==> config.mk <==
export PLATFORM = sky130hd
export DESIGN_NAME = h264_rtp_fu_packetizer
export DESIGN_NICKNAME = d
export VERILOG_FILES = /design/src/sv/h264fu_pkg.sv /design/src/sv/h264fu_front.sv /design/src/sv/h264fu_queue.sv /design/src/sv/h264fu_back.sv /design/src/sv/h264_rtp_fu_packetizer.sv
export SDC_FILE = /design/constraint.sdc
export NUM_CORES = 1
export LEC_CHECK = 0
export CORE_MARGIN = 4
export CORE_UTILIZATION = 44
export CTS_CLUSTER_SIZE = 28
export DETAILED_ROUTE_END_ITERATION = 16
export DONT_BUFFER_PORTS = 1
export PLACE_DENSITY = 0.59
export SLEW_MARGIN = 40
export SYNTH_ARGS = -nofsm -noshare
export SYNTH_HDL_FRONTEND = slang
export SYNTH_HIERARCHICAL = 1
export SYNTH_SLANG_ARGS = --single-unit
==> constraint.sdc <==
create_clock -name clk -period 20.6 [get_ports clk]
set_input_delay 2.06 -clock clk [delete_from_list [all_inputs] [get_ports clk]]
set_output_delay 2.06 -clock clk [all_outputs]
set_load 0.005 [all_outputs]
==> src/sv/h264fu_pkg.sv <==
// Shared types and constants for the H.264 RTP FU-A packetiser.
package h264fu_pkg;

  // Field widths.
  localparam int MTU_W   = 14;
  localparam int SEQ_W   = 16;
  localparam int LEN_W   = 16;
  localparam int STAMP_W = 32;
  localparam int CFG_W   = 16;
  localparam int CFG_IDX_W = 1;

  // Packet geometry.
  localparam int RTP_HDR_BYTES = 12;
  localparam int FU_HDR_BYTES  = 2;

  // Default depth of the queue between front and back.
  localparam int QUEUE_DEPTH = 4;

  // Configuration register indexes.
  localparam logic [CFG_IDX_W-1:0] CFG_IDX_MTU = 1'b0;
  localparam logic [CFG_IDX_W-1:0] CFG_IDX_SEQ = 1'b1;

  // Configuration reset values.
  localparam logic [MTU_W-1:0] MTU_RESET = 14'd1400;
  localparam logic [MTU_W-1:0] PAY_RESET = 14'(1400 - RTP_HDR_BYTES - FU_HDR_BYTES);
  localparam logic [SEQ_W-1:0] SEQ_RESET = 16'd0;

  // NAL unit types and FU-A byte fields.
  localparam logic [4:0] NAL_SPS = 5'd7;
  localparam logic [4:0] NAL_PPS = 5'd8;
  localparam logic [4:0] NAL_AUD = 5'd9;
  localparam logic [7:0] FU_A_TYPE = 8'h1C;
  localparam logic [7:0] NRI_MASK  = 8'h60;
  localparam logic [7:0] TYPE_MASK = 8'h1F;
  localparam logic [7:0] FU_S_BIT  = 8'h80;
  localparam logic [7:0] FU_E_BIT  = 8'h40;

  // One classified input byte: up to three output transactions.
  typedef struct packed {
    logic               has_hdr;     // indicator and FU header go first
    logic               has_data;    // the input byte itself goes out
    logic               fu_end;      // packet_end on the FU header
    logic               data_start;  // packet_start on the data byte
    logic               data_end;    // packet_end on the data byte
    logic [7:0]         ind_byte;
    logic [7:0]         fu_byte;
    logic [7:0]         data_byte;
    logic [SEQ_W-1:0]   seq;
    logic               marker;
    logic [STAMP_W-1:0] stamp;
  } job_t;

endpackage

==> src/sv/h264fu_front.sv <==
// Front end: holds unit state and configuration, classifies each byte into a job.
module h264fu_front (
  input  logic                                 clk,
  input  logic                                 rst_n,
  input  logic                                 cfg_we,
  input  logic [h264fu_pkg::CFG_IDX_W-1:0]     cfg_index,
  input  logic [h264fu_pkg::CFG_W-1:0]         cfg_wdata,
  input  logic                                 in_valid,
  output logic                                 in_ready,
  input  logic [7:0]                           in_data_byte,
  input  logic                                 in_nal_first,
  input  logic [h264fu_pkg::LEN_W-1:0]         in_nal_length,
  input  logic [h264fu_pkg::STAMP_W-1:0]       in_stamp_in,
  input  logic                                 q_full,
  output logic                                 push,
  output h264fu_pkg::job_t                     job
);

  typedef enum logic [1:0] {
    MODE_DROP   = 2'd0,
    MODE_SINGLE = 2'd1,
    MODE_FRAG   = 2'd2
  } mode_t;

  logic [h264fu_pkg::MTU_W-1:0]   mtu_r;
  logic [h264fu_pkg::MTU_W-1:0]   pay_r, pay_nxt;
  logic                           wait_sps_r, wait_sps_nxt;
  logic [h264fu_pkg::SEQ_W-1:0]   seq_r, seq_nxt;
  logic [h264fu_pkg::LEN_W-1:0]   offset_r, offset_nxt;
  logic [h264fu_pkg::LEN_W-1:0]   ulen_r, ulen_nxt;
  logic [7:0]                     hdr_r, hdr_nxt;
  mode_t                          mode_r, mode_nxt;
  logic [h264fu_pkg::LEN_W-1:0]   left_r, left_nxt;
  logic                           marker_r, marker_nxt;
  logic [h264fu_pkg::STAMP_W-1:0] stamp_r, stamp_nxt;

  logic                           accept;
  logic [4:0]                     nal_type;
  logic [h264fu_pkg::LEN_W-1:0]   len1;
  logic                           single_ok;
  logic [h264fu_pkg::LEN_W-1:0]   rem;
  logic [h264fu_pkg::LEN_W-1:0]   pay16;
  logic [h264fu_pkg::LEN_W-1:0]   chunk;
  logic                           ends;
  logic [7:0]                     hdr_src;
  logic [7:0]                     ind_b;
  logic [7:0]                     fu_b;
  logic [h264fu_pkg::LEN_W-1:0]   offset_inc;
  logic [h264fu_pkg::LEN_W-1:0]   left_base;

  assign in_ready = !q_full;
  assign accept   = in_valid && in_ready;

  // Fragment payload size follows the MTU, worked out once per write.
  always_comb begin
    if (cfg_wdata[h264fu_pkg::MTU_W-1:0] >=
        h264fu_pkg::MTU_W'(h264fu_pkg::RTP_HDR_BYTES + h264fu_pkg::FU_HDR_BYTES + 1)) begin
      pay_nxt = cfg_wdata[h264fu_pkg::MTU_W-1:0] -
                h264fu_pkg::MTU_W'(h264fu_pkg::RTP_HDR_BYTES + h264fu_pkg::FU_HDR_BYTES);
    end else begin
      pay_nxt = h264fu_pkg::MTU_W'(1);
    end
  end

  // Shared fragment opening arithmetic for header and data bytes.
  always_comb begin
    nal_type   = in_data_byte[4:0];
    len1       = (in_nal_length == '0) ? h264fu_pkg::LEN_W'(1) : in_nal_length;
    single_ok  = ({1'b0, len1} + 17'(h264fu_pkg::RTP_HDR_BYTES)) <=
                 {{(17 - h264fu_pkg::MTU_W){1'b0}}, mtu_r};
    rem        = in_nal_first ? (len1 - h264fu_pkg::LEN_W'(1)) : (ulen_r - offset_r);
    pay16      = {{(h264fu_pkg::LEN_W - h264fu_pkg::MTU_W){1'b0}}, pay_r};
    ends       = (rem <= pay16);
    chunk      = ends ? rem : pay16;
    hdr_src    = in_nal_first ? in_data_byte : hdr_r;
    ind_b      = (hdr_src & h264fu_pkg::NRI_MASK) | h264fu_pkg::FU_A_TYPE;
    fu_b       = (hdr_src & h264fu_pkg::TYPE_MASK)
               | (in_nal_first ? h264fu_pkg::FU_S_BIT : 8'h00)
               | (ends ? h264fu_pkg::FU_E_BIT : 8'h00);
    offset_inc = offset_r + h264fu_pkg::LEN_W'(1);
    left_base  = (left_r == '0) ? chunk : left_r;
  end

  // Classification of the accepted byte and next unit state.
  always_comb begin
    wait_sps_nxt = wait_sps_r;
    seq_nxt      = seq_r;
    offset_nxt   = offset_r;
    ulen_nxt     = ulen_r;
    hdr_nxt      = hdr_r;
    mode_nxt     = mode_r;
    left_nxt     = left_r;
    marker_nxt   = marker_r;
    stamp_nxt    = stamp_r;
    push         = 1'b0;
    job          = '0;
    job.ind_byte  = ind_b;
    job.fu_byte   = fu_b;
    job.data_byte = in_data_byte;

    if (accept) begin
      if (in_nal_first) begin
        mode_nxt = MODE_DROP;
        if (nal_type != h264fu_pkg::NAL_AUD &&
            !(wait_sps_r && nal_type != h264fu_pkg::NAL_SPS)) begin
          wait_sps_nxt = 1'b0;
          ulen_nxt     = len1;
          hdr_nxt      = in_data_byte;
          stamp_nxt    = in_stamp_in;
          offset_nxt   = h264fu_pkg::LEN_W'(1);
          seq_nxt      = seq_r + h264fu_pkg::SEQ_W'(1);
          push         = 1'b1;
          if (single_ok) begin
            // Whole unit fits in one packet.
            marker_nxt     = !(nal_type == h264fu_pkg::NAL_SPS ||
                               nal_type == h264fu_pkg::NAL_PPS);
            job.has_data   = 1'b1;
            job.data_start = 1'b1;
            job.data_end   = (len1 == h264fu_pkg::LEN_W'(1));
            mode_nxt       = (len1 == h264fu_pkg::LEN_W'(1)) ? MODE_DROP : MODE_SINGLE;
          end else begin
            // First fragment: the header byte itself is not sent.
            marker_nxt  = ends;
            left_nxt    = chunk;
            job.has_hdr = 1'b1;
            job.fu_end  = (rem == '0);
            mode_nxt    = (len1 == h264fu_pkg::LEN_W'(1)) ? MODE_DROP : MODE_FRAG;
          end
          job.seq    = seq_nxt;
          job.marker = marker_nxt;
          job.stamp  = in_stamp_in;
        end
      end else begin
        case (mode_r)
          MODE_SINGLE: begin
            offset_nxt   = offset_inc;
            push         = 1'b1;
            job.has_data = 1'b1;
            job.data_end = (offset_inc >= ulen_r);
            if (offset_inc >= ulen_r) begin
              mode_nxt = MODE_DROP;
            end
          end
          MODE_FRAG: begin
            // A data byte with an exhausted fragment opens the next one.
            if (left_r == '0) begin
              seq_nxt     = seq_r + h264fu_pkg::SEQ_W'(1);
              marker_nxt  = ends;
              job.has_hdr = 1'b1;
              job.fu_end  = (rem == '0);
            end
            left_nxt     = left_base - h264fu_pkg::LEN_W'(1);
            offset_nxt   = offset_inc;
            push         = 1'b1;
            job.has_data = 1'b1;
            job.data_end = (left_nxt == '0);
            if (offset_inc >= ulen_r) begin
              mode_nxt = MODE_DROP;
            end
          end
          default: begin
            mode_nxt = mode_r;
          end
        endcase
        job.seq    = seq_nxt;
        job.marker = marker_nxt;
        job.stamp  = stamp_r;
      end
    end
  end

  // Unit state and configuration registers.
  always_ff @(posedge clk) begin
    if (!rst_n) begin
      mtu_r      <= h264fu_pkg::MTU_RESET;
      pay_r      <= h264fu_pkg::PAY_RESET;
      wait_sps_r <= 1'b1;
      seq_r      <= h264fu_pkg::SEQ_RESET;
      offset_r   <= '0;
      ulen_r     <= '0;
      hdr_r      <= '0;
      mode_r     <= MODE_DROP;
      left_r     <= '0;
      marker_r   <= 1'b0;
      stamp_r    <= '0;
    end else begin
      wait_sps_r <= wait_sps_nxt;
      offset_r   <= offset_nxt;
      ulen_r     <= ulen_nxt;
      hdr_r      <= hdr_nxt;
      mode_r     <= mode_nxt;
      left_r     <= left_nxt;
      marker_r   <= marker_nxt;
      stamp_r    <= stamp_nxt;
      seq_r      <= seq_nxt;
      if (cfg_we) begin
        case (cfg_index)
          h264fu_pkg::CFG_IDX_MTU: begin
            mtu_r <= cfg_wdata[h264fu_pkg::MTU_W-1:0];
            pay_r <= pay_nxt;
          end
          h264fu_pkg::CFG_IDX_SEQ: begin
            seq_r <= cfg_wdata[h264fu_pkg::SEQ_W-1:0];
          end
          default: begin
            mtu_r <= mtu_r;
          end
        endcase
      end
    end
  end

`ifndef SYNTH
  // Outside configuration writes the sequence number only ever steps by one.
  a_seq_step: assert property (@(posedge clk) disable iff (!rst_n)
    !cfg_we |=> (seq_r == $past(seq_r)) || (seq_r == $past(seq_r) + h264fu_pkg::SEQ_W'(1)))
    else $error("sequence number jumped");

  // A job that opens a packet always carries a new sequence number.
  a_seq_new: assert property (@(posedge clk) disable iff (!rst_n)
    push && (job.has_hdr || job.data_start) |-> job.seq == seq_r + h264fu_pkg::SEQ_W'(1))
    else $error("packet opened without a new sequence number");
`endif

endmodule

==> src/sv/h264fu_queue.sv <==
// Short job queue between the classifying front and the output back end.
module h264fu_queue #(
  parameter int DEPTH = h264fu_pkg::QUEUE_DEPTH
) (
  input  logic              clk,
  input  logic              rst_n,
  input  logic              push,
  input  h264fu_pkg::job_t  job_in,
  input  logic              pop,
  output h264fu_pkg::job_t  head,
  output logic              head_valid,
  output logic              full
);

  localparam int PTR_W = (DEPTH > 1) ? $clog2(DEPTH) : 1;
  localparam int CNT_W = $clog2(DEPTH + 1);

  h264fu_pkg::job_t   mem_r [DEPTH];
  logic [PTR_W-1:0]   wr_ptr_r, wr_ptr_nxt;
  logic [PTR_W-1:0]   rd_ptr_r, rd_ptr_nxt;
  logic [CNT_W-1:0]   count_r, count_nxt;

  assign head       = mem_r[rd_ptr_r];
  assign head_valid = (count_r != '0);
  assign full       = (count_r == CNT_W'(DEPTH));

  // Pointer wrap and occupancy.
  always_comb begin
    wr_ptr_nxt = wr_ptr_r;
    rd_ptr_nxt = rd_ptr_r;
    count_nxt  = count_r;
    if (push) begin
      wr_ptr_nxt = (wr_ptr_r == PTR_W'(DEPTH - 1)) ? '0 : wr_ptr_r + PTR_W'(1);
    end
    if (pop) begin
      rd_ptr_nxt = (rd_ptr_r == PTR_W'(DEPTH - 1)) ? '0 : rd_ptr_r + PTR_W'(1);
    end
    if (push && !pop) begin
      count_nxt = count_r + CNT_W'(1);
    end else if (pop && !push) begin
      count_nxt = count_r - CNT_W'(1);
    end
  end

  // Control registers.
  always_ff @(posedge clk) begin
    if (!rst_n) begin
      wr_ptr_r <= '0;
      rd_ptr_r <= '0;
      count_r  <= '0;
    end else begin
      wr_ptr_r <= wr_ptr_nxt;
      rd_ptr_r <= rd_ptr_nxt;
      count_r  <= count_nxt;
    end
  end

  // Job storage.
  always_ff @(posedge clk) begin
    if (push) begin
      mem_r[wr_ptr_r] <= job_in;
    end
  end

`ifndef SYNTH
  // No write into a full queue unless a read goes with it, and no read from an empty one.
  a_no_overflow: assert property (@(posedge clk) disable iff (!rst_n)
    !(push && full && !pop))
    else $error("job queue overflow");

  a_no_underflow: assert property (@(posedge clk) disable iff (!rst_n)
    pop |-> head_valid)
    else $error("job queue underflow");
`endif

endmodule

==> src/sv/h264fu_back.sv <==
// Back end: expands each job into payload byte transactions through an output register.
module h264fu_back (
  input  logic                             clk,
  input  logic                             rst_n,
  input  h264fu_pkg::job_t                 head,
  input  logic                             head_valid,
  output logic                             pop,
  output logic                             out_valid,
  input  logic                             out_ready,
  output logic [7:0]                       out_byte,
  output logic                             out_packet_start,
  output logic                             out_packet_end,
  output logic [h264fu_pkg::SEQ_W-1:0]     out_seq_number,
  output logic                             out_marker_bit,
  output logic [h264fu_pkg::STAMP_W-1:0]   out_stamp_out,
  output logic                             out_item_done
);

  typedef enum logic [1:0] {
    PH_IND  = 2'd0,
    PH_FU   = 2'd1,
    PH_DATA = 2'd2
  } phase_t;

  phase_t                         ph_r, ph_nxt;
  logic                           valid_r;
  logic [7:0]                     byte_r;
  logic                           start_r, end_r, done_r, marker_r;
  logic [h264fu_pkg::SEQ_W-1:0]   seq_r;
  logic [h264fu_pkg::STAMP_W-1:0] stamp_r;

  phase_t                         ph_eff;
  logic [7:0]                     cur_byte;
  logic                           cur_start, cur_end, cur_done, last;
  logic                           load;

  assign load = head_valid && (!valid_r || out_ready);
  assign pop  = load && last;

  // Select the transaction for the current phase of the head job.
  always_comb begin
    ph_eff    = head.has_hdr ? ph_r : PH_DATA;
    cur_byte  = head.data_byte;
    cur_start = head.data_start;
    cur_end   = head.data_end;
    cur_done  = 1'b1;
    last      = 1'b1;
    ph_nxt    = ph_r;
    case (ph_eff)
      PH_IND: begin
        cur_byte  = head.ind_byte;
        cur_start = 1'b1;
        cur_end   = 1'b0;
        cur_done  = 1'b0;
        last      = 1'b0;
      end
      PH_FU: begin
        cur_byte  = head.fu_byte;
        cur_start = 1'b0;
        cur_end   = head.fu_end;
        cur_done  = !head.has_data;
        last      = !head.has_data;
      end
      default: begin
        cur_byte  = head.data_byte;
      end
    endcase
    if (load) begin
      if (last) begin
        ph_nxt = PH_IND;
      end else if (ph_eff == PH_IND) begin
        ph_nxt = PH_FU;
      end else begin
        ph_nxt = PH_DATA;
      end
    end
  end

  // Phase counter and output register.
  always_ff @(posedge clk) begin
    if (!rst_n) begin
      ph_r    <= PH_IND;
      valid_r <= 1'b0;
    end else begin
      ph_r <= ph_nxt;
      if (load) begin
        valid_r  <= 1'b1;
        byte_r   <= cur_byte;
        start_r  <= cur_start;
        end_r    <= cur_end;
        done_r   <= cur_done;
        seq_r    <= head.seq;
        marker_r <= head.marker;
        stamp_r  <= head.stamp;
      end else if (out_ready) begin
        valid_r <= 1'b0;
      end
    end
  end

  assign out_valid        = valid_r;
  assign out_byte         = byte_r;
  assign out_packet_start = start_r;
  assign out_packet_end   = end_r;
  assign out_seq_number   = seq_r;
  assign out_marker_bit   = marker_r;
  assign out_stamp_out    = stamp_r;
  assign out_item_done    = done_r;

`ifndef SYNTH
  // The phase only leaves the indicator while a fragment header job is at the head.
  a_phase_hdr: assert property (@(posedge clk) disable iff (!rst_n)
    (ph_r != PH_IND) |-> head_valid && head.has_hdr)
    else $error("phase advanced without a fragment header job");
`endif

endmodule

==> src/sv/h264_rtp_fu_packetizer.sv <==
// Top level of the H.264 RTP FU-A packetiser: front, job queue and back end.
// An accepted input byte is written into the job queue, then loaded into the output register.
// Throughput: one byte per cycle for data bytes while the output is ready;
// a byte that opens a fragment yields two or three results through the single output register.
// The job queue (QUEUE_DEPTH entries) absorbs these bursts before the input stalls.
// Reset: synchronous, active low; clears unit state, queue and output, loads register defaults.
module h264_rtp_fu_packetizer #(
  parameter int QUEUE_DEPTH = h264fu_pkg::QUEUE_DEPTH
) (
  input  logic                                 clk,
  input  logic                                 rst_n,
  input  logic                                 cfg_we,
  input  logic [h264fu_pkg::CFG_IDX_W-1:0]     cfg_index,
  input  logic [h264fu_pkg::CFG_W-1:0]         cfg_wdata,
  input  logic                                 in_valid,
  output logic                                 in_ready,
  input  logic [7:0]                           in_data_byte,
  input  logic                                 in_nal_first,
  input  logic [h264fu_pkg::LEN_W-1:0]         in_nal_length,
  input  logic [h264fu_pkg::STAMP_W-1:0]       in_stamp_in,
  output logic                                 out_valid,
  input  logic                                 out_ready,
  output logic [7:0]                           out_byte,
  output logic                                 out_packet_start,
  output logic                                 out_packet_end,
  output logic [h264fu_pkg::SEQ_W-1:0]         out_seq_number,
  output logic                                 out_marker_bit,
  output logic [h264fu_pkg::STAMP_W-1:0]       out_stamp_out,
  output logic                                 out_item_done
);

  h264fu_pkg::job_t job_in;
  h264fu_pkg::job_t head;
  logic             push;
  logic             pop;
  logic             head_valid;
  logic             q_full;

  // Byte classification and unit state.
  h264fu_front u_front (
    .clk           (clk),
    .rst_n         (rst_n),
    .cfg_we        (cfg_we),
    .cfg_index     (cfg_index),
    .cfg_wdata     (cfg_wdata),
    .in_valid      (in_valid),
    .in_ready      (in_ready),
    .in_data_byte  (in_data_byte),
    .in_nal_first  (in_nal_first),
    .in_nal_length (in_nal_length),
    .in_stamp_in   (in_stamp_in),
    .q_full        (q_full),
    .push          (push),
    .job           (job_in)
  );

  // Decoupling queue.
  h264fu_queue #(
    .DEPTH (QUEUE_DEPTH)
  ) u_queue (
    .clk        (clk),
    .rst_n      (rst_n),
    .push       (push),
    .job_in     (job_in),
    .pop        (pop),
    .head       (head),
    .head_valid (head_valid),
    .full       (q_full)
  );

  // Payload byte sequencing and output register.
  h264fu_back u_back (
    .clk              (clk),
    .rst_n            (rst_n),
    .head             (head),
    .head_valid       (head_valid),
    .pop              (pop),
    .out_valid        (out_valid),
    .out_ready        (out_ready),
    .out_byte         (out_byte),
    .out_packet_start (out_packet_start),
    .out_packet_end   (out_packet_end),
    .out_seq_number   (out_seq_number),
    .out_marker_bit   (out_marker_bit),
    .out_stamp_out    (out_stamp_out),
    .out_item_done    (out_item_done)
  );

endmodule

==> key figures <==
Worst hold path
  • Hold Path Cell Cnt: 2
  • Hold/Removal Path Class: reg -> reg
  • Min-delay src: u_front/stamp_r[9]$_SDFFE_PN0P_
  • Hold endpoint: u_front/stamp_r[9]$_SDFFE_PN0P_

Placement
  • Gp weighted congestion: 0.858
  • Placed cell areas: 0.0248 mm^2
  • HPWL after detailed placement: 38000 um
  • Port Buffers: 0

Pwr
  • Int Pwr: 1.98 mW
  • Switching portion of total power: 27.2%
  • P_sw: 0.741 mW
  • LEAKAGE: 9.25 nW
  • Clk pwr share: 35.3%
  • Max VDD drop: 0.0640 mV
  • Reg power frac: 46.7%
  • Total power: 2.72 mW
  • Logic pwr share: 18.0%
  • Power density of the placed cells: 102 mW/mm^2

Floorplan
  • IO Count: 141
  • Die width: 243 um
  • Die height: 243 um
  • FP Rows: 85
  • Core Region: 0.0542 mm^2
  • Initial Util: 44.7%
  • Die ar.: 0.0589 mm^2

Yosys
  • Top_reg_cell synth: edfxtp_1
  • Post-Syn Instances: 1998
  • #FFs+latches synth: 519
  • Count of cell types in the netlist: 95
  • Number of synthesized flops with an enable pin: 372
  • Post-synthesis sequential area ratio: 58.2%
  • Share of flip-flops with an asynchronous set or reset: 0%
  • Main combinational cell family by area after synthesis: simple AND/OR/NAND/NOR gates
  • Compound-gate portion of the synthesized area: 10.3%
  • Avg Cell Area, Syn: 12.1 um^2
  • Adder-cell share of the synthesized area: 4.09%
  • Mapped Area: 0.0243 mm^2
  • Synth Warn #: 6
  • Post-synthesis xor/xnor area fraction: 2.67%
  • Post-Synth Simple-Gate Area: 12.1%
  • Mux cell area share after synthesis: 8.73%

Timing
  • Fmax: 116 MHz
  • Unrepaired setup endpoints after global routing: no
  • Fin Setup TNS: 0 ps
  • Slew headroom: 41.3%
  • Period utilisation layout: 41.7%
  • Final slew viol count: 0
  • Final Hold Viols: 0
  • Minimum clock period: 8590 ps
  • Setup Skew: 49.9 ps
  • Setup violators final: 0
  • Worst Max-Slew Pin Slew: 874 ps
  • Min Hold Slack: 453 ps

Clock network
  • CTS tree: built
  • Clk buf depth: 3
  • Worst-Skew Late Latency: 610 ps
  • H-tree Lvls: 2
  • Post_cts resized: 0
  • Clock transition at path regs: 60 ps
  • Clock sinks: 519
  • Post-CTS setup buffer count: 0
  • CTS root buffer: clkbuf_16
  • Hold Buf Count CTS: 0
  • CTS buffer count: 55

Global route
  • Largest net degree at the start of global routing: 78
  • First-pass GRT wire length: 90100 um
  • Antenna violations before repair: 1
  • Vias in the first global route: 15368
  • Overall Global Routing Usage: 19.4%
  • Grt ovf: 0

Cells and area
  • Layout cells sized above 1: 12.0%
  • Area growth syn-to-layout: 9.53%
  • Final core occ: 49.0%
  • Nets: 2120
  • Post-route cell area: 0.0266 mm^2

Detailed routing
  • Number of remaining DRC errors: 0
  • Drt total wl: 58100 um
  • Vias per cell: 5.69
  • First-pass detailed-route iteration total: 6
  • Vias: 15400
  • WL per Instance: 21.5 um
  • DR iter-0 viols: 1072
  • Post-route ant nets: 0

Worst setup path
  • Crit path max-delay family: compound AO/OA/AOI/OAI gates
  • CP endpoint kind: flop
  • CP Depth: 28
  • Arr. time, crit path: 8930 ps
  • Crit path max fanout: 9
  • Worst Reg-to-Reg Cells: 24
  • Most frequent CP cell: ha_1
  • Reg2reg end: u_queue/mem_r[0][73]$_DFFE_PP_
  • Crit-path slowest cell: or4_1
  • Worst Setup Path Type: in -> reg
  • Worst EP required: 20940 ps
  • Worst Setup Start Kind: primary input
  • CP Buf/Inv Count: 1
  • Peak per-stage delay on the critical path: 520 ps
  • Worst r2r src: u_front/offset_r[4]$_SDFFE_PN0P_
  • R2r setup slk: 13410 ps

Run status
  • Status: finished, final reports clean

Run
  • Max Cap Violations: 0
==> flip-flops by register name, indices dropped and copies added (netlist names), 8 cells and up, named ones only <==
name / count
u_back/out_stamp_out: 32
u_back/out_seq_number: 16
u_queue/mem_r: 312
u_front/pay_r: 14
u_front/ulen_r: 16
u_front/left_r: 16
u_front/offset_r: 16
u_front/seq_r: 16
u_front/stamp_r: 32
u_back/out_byte: 8
u_front/mtu_r: 14
==> how the worst max path moves through the flow <==
stage / startpoint / end / slack, ps
5_1_grt: in_nal_length[2] / u_queue/mem_r[0][73]$_DFFE_PP_ / 11390
3_3_place_gp: in_nal_length[2] / u_queue/mem_r[0][73]$_DFFE_PP_ / 11800
2_1_floorplan: in_nal_length[2] / u_queue/mem_r[0][73]$_DFFE_PP_ / 12430
6_report: in_nal_length[2] / u_queue/mem_r[0][73]$_DFFE_PP_ / 12010
3_5_place_dp: in_nal_length[2] / u_queue/mem_r[0][73]$_DFFE_PP_ / 11480
4_1_cts: in_nal_length[2] / u_queue/mem_r[0][73]$_DFFE_PP_ / 12080
==> stage by stage <==
stage | setup WS [ps] | std cells
2_1_floorplan | 12430 | 2003
3_3_place_gp | 11800 | 2599
3_5_place_dp | 11480 | 2602
4_1_cts | 12080 | 2705
5_1_grt | 11390 | 2705
6_report | 12010 | 2707
==> worst reg2reg max path: stages (launching register included) <==
cell and delay (ps):
dfxtp_1 360, inv_1 90, ha_1 350, a21o_1 200, or3_1 350, o21ba_2 240, nor2_1 210, o21ai_0 130
a221oi_1 690, ha_1 240, nand2_1 80, a2111oi_0 340, o31ai_1 180, a32o_1 420, nand3_4 210, o21ai_0 140
a21oi_1 250, ha_1 270, nand2b_1 90, a211oi_2 390, nor3b_1 350, nand2_2 180, xor2_1 180, or4_1 520
o31ai_1 430
==> synthesized netlist by cell type, drive strengths merged, types with 14 or more instances <==
| cell | number | area, um^2 |
|---|---|---|
| nor4 | 16 | 143 |
| nand4 | 14 | 87.6 |
| and3 | 26 | 163 |
| xor2 | 31 | 272 |
| ha | 76 | 951 |
| dfxtp | 147 | 2940 |
| mux2i | 23 | 234 |
| clkbuf | 71 | 267 |
| nand3 | 27 | 158 |
| buf | 43 | 327 |
| xnor2 | 43 | 377 |
| o21ai | 88 | 440 |
| or3 | 21 | 131 |
| edfxtp | 372 | 11200 |
| a31oi | 17 | 128 |
| o21a | 14 | 105 |
| nor2b | 15 | 93.8 |
| mux4 | 78 | 1760 |
| a22oi | 17 | 128 |
| a21oi | 144 | 732 |
| nor3 | 34 | 186 |
| o211ai | 14 | 105 |
| nand2b | 14 | 95.1 |
| nand2 | 292 | 1100 |
| inv | 90 | 343 |
| a211oi | 17 | 138 |
| nor2 | 111 | 417 |
==> cells by family (layout without fill, tap and decap cells) <==
logic type      count (synthesis)  count (layout)
buf+inv                       205             211
fa+ha+maj                      78              78
flops                         519             519
other cells                     2               9
mux                           112             112
simple gates                  614             614
xor+xnor                       74              74
compound gates                394             394
==> metal layers <==
layer	track usage (%)	part of all wire, %
met1	26.2	44
met2	32.5	48
met5	0	0
met3	3.74	5.4
met4	5.06	2.5
==> power groups by stage <==
stage / Clock, mW / Sequential, mW / Combinational, mW
detailed placement: 0 / 1.30 / 0.497
global placement: 0 / 1.31 / 0.475
global route: 1.04 / 1.28 / 0.543
floorplan: 0 / 1.26 / 0.418
CTS: 0.989 / 1.27 / 0.499
finish: 0.962 / 1.27 / 0.490
==> layout make-up <==
class | instances | area, um^2
diodes | 2 | 5.00
clock buffers | 77 | 1570
clock inverters | 26 | 225
fillers | 4785 | 27700
inverters | 91 | 352
multi-input cells | 1279 | 9280
flip-flops and latches | 519 | 14100
well taps | 696 | 871
repair buffers | 17 | 143
==> cells in the final DEF, fill, tap and decap left out, drive strengths merged, types with 15 or more instances in the layout <==
| cell | netlist | final |
|---|---|---|
| buf | 43 | 17 |
| nor2 | 111 | 111 |
| edfxtp | 372 | 372 |
| ha | 76 | 76 |
| mux4 | 78 | 78 |
| a211oi | 17 | 17 |
| o21ai | 88 | 88 |
| nand3 | 27 | 27 |
| mux2i | 23 | 23 |
| nor4 | 16 | 16 |
| inv | 90 | 90 |
| and3 | 26 | 26 |
| a22oi | 17 | 17 |
| nand2 | 292 | 292 |
| xor2 | 31 | 31 |
| a21oi | 144 | 144 |
| xnor2 | 43 | 43 |
| clkinv | 1 | 23 |
| dfxtp | 147 | 147 |
| a31oi | 17 | 17 |
| nor3 | 34 | 34 |
| nor2b | 15 | 15 |
| clkbuf | 71 | 77 |
| or3 | 21 | 21 |
Note: power is estimated with default switching activity, not from simulation.
